--- src/rtl/srtc_pkg.sv ---
// Shared types, constants and table functions for the segment rotate/translate/clamp block.
package srtc_pkg;

	localparam int IN_DATA_W  = 80;
	localparam int OUT_DATA_W = 32;
	localparam int CFG_DATA_W = 9;
	localparam int CFG_IDX_W  = 1;
	localparam int PIPE_DEPTH = 5;

	localparam logic [CFG_IDX_W-1:0] REG_SCREEN_WIDTH  = 1'd0;
	localparam logic [CFG_IDX_W-1:0] REG_SCREEN_HEIGHT = 1'd1;

	localparam logic [8:0] WIDTH_RESET  = 9'd128;
	localparam logic [8:0] HEIGHT_RESET = 9'd64;
	localparam logic [8:0] SCREEN_MAX   = 9'd256;

	localparam logic [8:0] FULL_TURN    = 9'd360;
	localparam logic [8:0] HALF_TURN    = 9'd180;
	localparam logic [8:0] QUARTER_TURN = 9'd90;
	localparam logic [8:0] COS_WRAP     = 9'd450;

	// 46 full turns: moves any 15-bit angle onto a positive range
	localparam logic signed [16:0] ANGLE_BIAS = 17'sd16560;
	// floor(2^23 / 360): quotient estimate is low by at most one
	localparam logic [31:0] TURN_RECIP = 32'd23301;
	localparam int          TURN_SHIFT = 23;
	// x / 5 == (x * 205) >> 10 for x up to 90
	localparam logic [14:0] FIFTH_RECIP = 15'd205;

	typedef struct packed {
		logic signed [14:0] centre_x;
		logic signed [14:0] centre_y;
		logic signed [7:0]  start_px;
		logic signed [7:0]  start_py;
		logic signed [7:0]  end_px;
		logic signed [7:0]  end_py;
	} geom_t;

	typedef struct packed {
		geom_t              geom;
		logic signed [14:0] angle_deg;
	} stage1_t;

	typedef struct packed {
		geom_t       geom;
		logic [15:0] angle_pos;
		logic [6:0]  turns;
	} stage2_t;

	typedef struct packed {
		geom_t             geom;
		logic signed [8:0] sin_v;
		logic signed [8:0] cos_v;
	} stage3_t;

	typedef struct packed {
		logic signed [16:0] xc;
		logic signed [16:0] ys;
		logic signed [16:0] xs;
		logic signed [16:0] yc;
	} prod_t;

	typedef struct packed {
		logic signed [14:0] centre_x;
		logic signed [14:0] centre_y;
		prod_t              p0;
		prod_t              p1;
	} stage4_t;

	typedef struct packed {
		logic [7:0] screen_y1;
		logic [7:0] screen_x1;
		logic [7:0] screen_y0;
		logic [7:0] screen_x0;
	} result_t;

	function automatic logic [7:0] sine_mag(input logic [4:0] idx);
		logic [7:0] m;
		case (idx)
			5'd0:    m = 8'd1;
			5'd1:    m = 8'd11;
			5'd2:    m = 8'd22;
			5'd3:    m = 8'd33;
			5'd4:    m = 8'd44;
			5'd5:    m = 8'd55;
			5'd6:    m = 8'd64;
			5'd7:    m = 8'd73;
			5'd8:    m = 8'd81;
			5'd9:    m = 8'd88;
			5'd10:   m = 8'd94;
			5'd11:   m = 8'd100;
			5'd12:   m = 8'd104;
			5'd13:   m = 8'd108;
			5'd14:   m = 8'd112;
			5'd15:   m = 8'd116;
			5'd16:   m = 8'd120;
			5'd17:   m = 8'd124;
			default: m = 8'd128;
		endcase
		return m;
	endfunction

	// r is an angle in 0..359; returns the table sine scaled by 128
	function automatic logic signed [8:0] fold_sine(input logic [8:0] r);
		logic        neg;
		logic [8:0]  a;
		logic [14:0] scaled;
		logic [8:0]  mag;
		neg = r > HALF_TURN;
		a   = neg ? FULL_TURN - r : r;
		if (a > QUARTER_TURN)
			a = HALF_TURN - a;
		scaled = {8'd0, a[6:0]} * FIFTH_RECIP;
		mag    = {1'b0, sine_mag(scaled[14:10])};
		return neg ? -$signed(mag) : $signed(mag);
	endfunction

endpackage

--- src/rtl/segment_rotate_translate_clamp_top.sv ---
// Top level: stream pipeline that rotates a sprite segment and places it on the screen.
//
// Input stream (s_axis_*): one transfer carries a centre point, two sprite endpoints
// in a y-up frame and an angle in degrees. Output stream (m_axis_*): one transfer per
// input with the four clamped screen coordinates of the segment.
// Configuration: wr_en/wr_index/wr_data write screen_width (index 0) and screen_height
// (index 1); write them only while no item is in flight.
//
// Each item passes in order through five registered stages, and its result is offered
// as soon as it is held in the last of them. Throughput: one item per cycle while the
// receiver does not stall. The stages are input capture, the reciprocal multiply that
// reduces the angle, the sine/cosine table, the rotation multipliers, and the
// translate/clamp output register.
//
// Reset clears all stage valid flags and sets the screen to 128 by 64.
// When the receiver stalls, the output register holds its result and the stages
// behind it keep filling empty slots; s_axis_tready falls only once every stage
// holds an item.
module segment_rotate_translate_clamp_top
	import srtc_pkg::*;
(
	input  logic                  clk,
	input  logic                  arst_n,
	input  logic                  s_axis_tvalid,
	output logic                  s_axis_tready,
	// centre_x[14:0], centre_y[29:15], start_px[37:30], start_py[45:38],
	// end_px[53:46], end_py[61:54], angle_deg[76:62], zero[79:77]
	input  logic [IN_DATA_W-1:0]  s_axis_tdata,
	output logic                  m_axis_tvalid,
	input  logic                  m_axis_tready,
	// screen_x0[7:0], screen_y0[15:8], screen_x1[23:16], screen_y1[31:24]
	output logic [OUT_DATA_W-1:0] m_axis_tdata,
	input  logic                  wr_en,
	input  logic [CFG_IDX_W-1:0]  wr_index,
	input  logic [CFG_DATA_W-1:0] wr_data
);

	logic [8:0] width_q, height_q;

	always_ff @(posedge clk or negedge arst_n) begin
		if (!arst_n) begin
			width_q  <= WIDTH_RESET;
			height_q <= HEIGHT_RESET;
		end else if (wr_en) begin
			unique case (wr_index)
				REG_SCREEN_WIDTH:  width_q  <= wr_data;
				REG_SCREEN_HEIGHT: height_q <= wr_data;
			endcase
		end
	end

	logic    vld_s1, vld_s2, vld_s3, vld_s4, out_vld_q;
	logic    en1, en2, en3, en4, en_out;
	stage1_t st_s1;
	stage2_t st_s2;
	stage3_t st_s3;
	stage4_t st_s4;
	result_t res_q;

	stage1_t in_item;
	logic [15:0]       angle_pos;
	logic [6:0]        turns;
	logic signed [8:0] sin_v, cos_v;
	prod_t             p0, p1;
	result_t           res;

	// a stage advances when it is empty or the one after it advances
	assign en_out = !out_vld_q || m_axis_tready;
	assign en4    = !vld_s4 || en_out;
	assign en3    = !vld_s3 || en4;
	assign en2    = !vld_s2 || en3;
	assign en1    = !vld_s1 || en2;

	assign s_axis_tready = en1;
	assign m_axis_tvalid = out_vld_q;
	assign m_axis_tdata  = res_q;

	assign in_item.geom.centre_x = s_axis_tdata[14:0];
	assign in_item.geom.centre_y = s_axis_tdata[29:15];
	assign in_item.geom.start_px = s_axis_tdata[37:30];
	assign in_item.geom.start_py = s_axis_tdata[45:38];
	assign in_item.geom.end_px   = s_axis_tdata[53:46];
	assign in_item.geom.end_py   = s_axis_tdata[61:54];
	assign in_item.angle_deg     = s_axis_tdata[76:62];

	srtc_angle_mod u_angle_mod (
		.angle_deg (st_s1.angle_deg),
		.angle_pos (angle_pos),
		.turns     (turns)
	);

	srtc_trig u_trig (
		.angle_pos (st_s2.angle_pos),
		.turns     (st_s2.turns),
		.sin_v     (sin_v),
		.cos_v     (cos_v)
	);

	srtc_rotate u_rotate (
		.geom  (st_s3.geom),
		.sin_v (st_s3.sin_v),
		.cos_v (st_s3.cos_v),
		.p0    (p0),
		.p1    (p1)
	);

	srtc_place u_place (
		.st            (st_s4),
		.screen_width  (width_q),
		.screen_height (height_q),
		.res           (res)
	);

	always_ff @(posedge clk or negedge arst_n) begin
		if (!arst_n) begin
			vld_s1    <= 1'b0;
			vld_s2    <= 1'b0;
			vld_s3    <= 1'b0;
			vld_s4    <= 1'b0;
			out_vld_q <= 1'b0;
		end else begin
			if (en1)    vld_s1    <= s_axis_tvalid;
			if (en2)    vld_s2    <= vld_s1;
			if (en3)    vld_s3    <= vld_s2;
			if (en4)    vld_s4    <= vld_s3;
			if (en_out) out_vld_q <= vld_s4;
		end
	end

	always_ff @(posedge clk) begin
		if (en1 && s_axis_tvalid)
			st_s1 <= in_item;
		if (en2 && vld_s1) begin
			st_s2.geom      <= st_s1.geom;
			st_s2.angle_pos <= angle_pos;
			st_s2.turns     <= turns;
		end
		if (en3 && vld_s2) begin
			st_s3.geom  <= st_s2.geom;
			st_s3.sin_v <= sin_v;
			st_s3.cos_v <= cos_v;
		end
		if (en4 && vld_s3) begin
			st_s4.centre_x <= st_s3.geom.centre_x;
			st_s4.centre_y <= st_s3.geom.centre_y;
			st_s4.p0       <= p0;
			st_s4.p1       <= p1;
		end
		if (en_out && vld_s4)
			res_q <= res;
	end

endmodule

--- src/rtl/srtc_angle_mod.sv ---
// Angle bias and reciprocal multiply that estimates the number of full turns.
module srtc_angle_mod
	import srtc_pkg::*;
(
	input  logic signed [14:0] angle_deg,
	output logic [15:0]        angle_pos,
	output logic [6:0]         turns
);

	logic signed [16:0] biased;
	logic [31:0]        prod;

	assign biased    = 17'(angle_deg) + ANGLE_BIAS;
	assign angle_pos = biased[15:0];
	assign prod      = {16'd0, angle_pos} * TURN_RECIP;
	assign turns     = prod[TURN_SHIFT+6:TURN_SHIFT];

endmodule

--- src/rtl/srtc_trig.sv ---
// Remainder correction, quadrant fold and table lookup for sine and cosine.
module srtc_trig
	import srtc_pkg::*;
(
	input  logic [15:0]       angle_pos,
	input  logic [6:0]        turns,
	output logic signed [8:0] sin_v,
	output logic signed [8:0] cos_v
);

	logic [15:0] whole;
	logic [15:0] diff;
	logic [9:0]  rem_raw;
	logic [8:0]  rem;
	logic [8:0]  cos_ang;

	assign whole   = {9'd0, turns} * {7'd0, FULL_TURN};
	assign diff    = angle_pos - whole;
	assign rem_raw = diff[9:0];
	// estimate may be one turn short
	assign rem     = (rem_raw >= {1'b0, FULL_TURN}) ? 9'(rem_raw - {1'b0, FULL_TURN})
	                                                : rem_raw[8:0];
	// (90 - angle) mod 360
	assign cos_ang = (rem <= QUARTER_TURN) ? QUARTER_TURN - rem : COS_WRAP - rem;

	assign sin_v = fold_sine(rem);
	assign cos_v = fold_sine(cos_ang);

endmodule

--- src/rtl/srtc_rotate.sv ---
// Products of both endpoints with sine and cosine.
module srtc_rotate
	import srtc_pkg::*;
(
	input  geom_t             geom,
	input  logic signed [8:0] sin_v,
	input  logic signed [8:0] cos_v,
	output prod_t             p0,
	output prod_t             p1
);

	assign p0.xc = 17'(geom.start_px) * 17'(cos_v);
	assign p0.ys = 17'(geom.start_py) * 17'(sin_v);
	assign p0.xs = 17'(geom.start_px) * 17'(sin_v);
	assign p0.yc = 17'(geom.start_py) * 17'(cos_v);
	assign p1.xc = 17'(geom.end_px) * 17'(cos_v);
	assign p1.ys = 17'(geom.end_py) * 17'(sin_v);
	assign p1.xs = 17'(geom.end_px) * 17'(sin_v);
	assign p1.yc = 17'(geom.end_py) * 17'(cos_v);

endmodule

--- src/rtl/srtc_place.sv ---
// Scale back by 128, translate with the y flip and clamp to the screen.
module srtc_place
	import srtc_pkg::*;
(
	input  stage4_t    st,
	input  logic [8:0] screen_width,
	input  logic [8:0] screen_height,
	output result_t    res
);

	function automatic logic signed [9:0] div128(input logic signed [17:0] v);
		logic signed [17:0] t;
		// bias negatives so the shift truncates toward zero
		t = v[17] ? v + 18'sd127 : v;
		t = t >>> 7;
		return t[9:0];
	endfunction

	function automatic logic [7:0] clamp(input logic signed [15:0] v, input logic [8:0] size);
		logic [8:0] s;
		logic [7:0] r;
		s = (size == 9'd0) ? 9'd1 : ((size > SCREEN_MAX) ? SCREEN_MAX : size);
		if (v[15])
			r = 8'd0;
		else if (v[14:0] >= {6'd0, s})
			r = 8'(s - 9'd1);
		else
			r = v[7:0];
		return r;
	endfunction

	logic signed [9:0]  rx0, ry0, rx1, ry1;
	logic signed [15:0] sx0, sy0, sx1, sy1;

	assign rx0 = div128(18'(st.p0.xc) + 18'(st.p0.ys));
	assign ry0 = div128(18'(st.p0.yc) - 18'(st.p0.xs));
	assign rx1 = div128(18'(st.p1.xc) + 18'(st.p1.ys));
	assign ry1 = div128(18'(st.p1.yc) - 18'(st.p1.xs));

	assign sx0 = 16'(st.centre_x) + 16'(rx0);
	assign sy0 = 16'(st.centre_y) - 16'(ry0);
	assign sx1 = 16'(st.centre_x) + 16'(rx1);
	assign sy1 = 16'(st.centre_y) - 16'(ry1);

	assign res.screen_x0 = clamp(sx0, screen_width);
	assign res.screen_y0 = clamp(sy0, screen_height);
	assign res.screen_x1 = clamp(sx1, screen_width);
	assign res.screen_y1 = clamp(sy1, screen_height);

endmodule

--- config.mk ---
export PLATFORM = sky130hd
export DESIGN_NAME = segment_rotate_translate_clamp_top
export DESIGN_NICKNAME = d
export VERILOG_FILES = /design/src/rtl/srtc_pkg.sv /design/src/rtl/segment_rotate_translate_clamp_top.sv /design/src/rtl/srtc_angle_mod.sv /design/src/rtl/srtc_trig.sv /design/src/rtl/srtc_rotate.sv /design/src/rtl/srtc_place.sv
export SDC_FILE = /design/constraint.sdc
export NUM_CORES = 2
export LEC_CHECK = 0
export BUFFER_PORTS_ARGS = -buffer_cell sky130_fd_sc_hd__buf_4
export CAP_MARGIN = 20
export CORE_MARGIN = 2
export CORE_UTILIZATION = 54
export DETAILED_ROUTE_END_ITERATION = 7
export PLACE_DENSITY_LB_ADDON = 0.05
export SYNTH_ARGS = -nofsm -noshare
export SYNTH_HDL_FRONTEND = slang
export SYNTH_HIERARCHICAL = 1
export SYNTH_SLANG_ARGS = --single-unit
export TNS_END_PERCENT = 100
--- constraint.sdc ---
create_clock -name clk -period 35.1 [get_ports clk]
set_clock_uncertainty 0.15 [all_clocks]
set_input_delay 3.51 -clock clk [delete_from_list [all_inputs] [get_ports clk]]
set_output_delay 3.51 -clock clk [all_outputs]
set_load 0.02 [all_outputs]
==> results.toml <==
[sta]
rsz0062_at_grt = "false"
fmaxAchievable_ghz = 0.0684
tns_ns = 0
hold_viol = 0
worstMarginPinSlew_ns = 0.996
slew_headroom_pct = 33.1
setup_viol = 0
fin_crit_sh_pct = 41.7
finalCriticalPeriod_ns = 14.63
slew_viol_final = 0

[synthesis]
netlist_instances = 5447
synth-warning-count = 6
synth_area_per_cell_um2 = 10.0
synth_area_mm2 = 0.0546

[route]
drt_iter0_drc = 1969
route.detailed.drc = 0
ant_nets = 0
met2_length_mm = 55.7
dr.pass1.iters = 6
dr.max_layer_used = "met4"
vias = 37635
wirelength_mm = 119
routed_via_density = 5.48
route.met3.wl_mm = 4.82
wl_per_cell_um = 17.3
wl_met1_mm = 54.9

[floorplan]
die_h_um = 322
rows = 116
core-area_mm2 = 0.100
start_util_pct = 54.5
ioPinCount = 129
die_w_um = 322
die-area_mm2 = 0.104

[place]
io_buffers = 125
post-dp-hpwl_mm = 92.5
gp_congestion = 0.896

[global_routing]
first_global_vias = 38415
grt_usage_pct = 23.9
antenna_found_initial = 1
grt_pass1_wl_mm = 198
grt-ovfl-total = 0
grt_max_degree = 167

[min_path]
hold_depth = 0
min_to = "st_s3[21]$_DFFE_PP_"
hp-class = "reg -> reg"
min_from = "st_s2[26]$_DFFE_PP_"

[clock_tree]
cts_hold_buf = 0
cts_sinks = 457
cts_root_buf = "clkbuf_16"
cts_buffers = 57
clk_latency_ns = 0.68
clock_path_buffers = 3
cts_tree = "yes"
htree_num_levels = 2
clk_pin_slew_worst_paths_ns = 0.06
postCtsSetupBuffers = 0
postCtsResizedCells = 0

[critical_path]
critPathBufInv = 5
critPathSlowestCell = "o311ai_2"
reg2reg_from = "st_s2[1]$_DFFE_PP_"
critPathCaptureType = "flip-flop"
r2r_cells = 49
ff2ff_setup_slack_ns = 20.47
crit_family = "adder cells"
arrival_ns = 14.88
path_common_cell = "ha_1"
crit_fanout = 11
crit_type = "reg -> reg"
max_stage_delay_ns = 0.71
timing.rr.end = "st_s3[8]$_DFFE_PP_"
startpoint_type = "flip-flop"
required_ns = 35.35

[final_layout]
final_common_cell = "inv_1"
drive_gt1_share_pct = 7.81
areaGrowthSynthToFinish_pct = 7.54
final_nets = 6801
final_cell_mix = "inv_1 (958), ha_1 (620), fa_1 (560)"

[status]
status = "finished, final reports clean"

[job]
drv_cap = 0
-- per-layer routing --
metal  GRT usage (%)  vias to the layer above
met5               0                        -
met4            6.72                        0
met3            2.80                      164
met2            40.1                      692
met1            32.7                    18399
li1                -                    18380
-- area by class of cell --
class / instances / area (um2)
inverters: 964 / 3620
multi-input cells: 3891 / 36800
flip-flops and latches: 457 / 13600
well taps: 1298 / 1620
repair buffers: 155 / 1180
fillers: 8813 / 41400
clock buffers: 64 / 1470
diodes: 1 / 2.50
clock inverters: 39 / 434
-- worst max path at each step --
stage                                   from                 end  slack [ns]  depth (start not counted)
final                     st_s2[1]$_DFFE_PP_  st_s3[8]$_DFFE_PP_       20.47                         49
after floorplan           st_s2[1]$_DFFE_PP_  st_s3[6]$_DFFE_PP_       22.69                         54
after global placement    st_s2[1]$_DFFE_PP_  st_s3[8]$_DFFE_PP_       20.66                         49
after CTS                 st_s2[1]$_DFFE_PP_  st_s3[8]$_DFFE_PP_       20.45                         49
after detailed placement  st_s2[1]$_DFFE_PP_  st_s3[8]$_DFFE_PP_       20.51                         49
after global routing      st_s2[1]$_DFFE_PP_  st_s3[8]$_DFFE_PP_       19.31                         47
-- sequential cells by signal (all words and copies together), names as in the netlist --
register / cells
st_s4: 166
st_s3: 80
st_s2: 79
st_s1: 77
m_axis_tdata: 32
height_q: 9
width_q: 9
m_axis_tvalid: 1
vld_s1: 1
vld_s2: 1
vld_s3: 1
vld_s4: 1
-- through the flow --
stage               hold slack [ns]  utilization [%]  instance area, um2  cells  setup slack, ns
finish                        0.257             58.6               58700   6869            20.47
CTS                           0.249             58.6               58700   6867            20.45
detailed placement            0.255             56.7               56800   6764            20.51
floorplan                     0.250                -               54600   5448            22.69
global placement              0.251             56.7               56800   6764            20.66
global route                  0.267             58.6               58700   6868            19.31
Power is left out: the tool's default activity adds up to more than one toggle a clock period on the data nets, which glitch-free logic cannot reach.
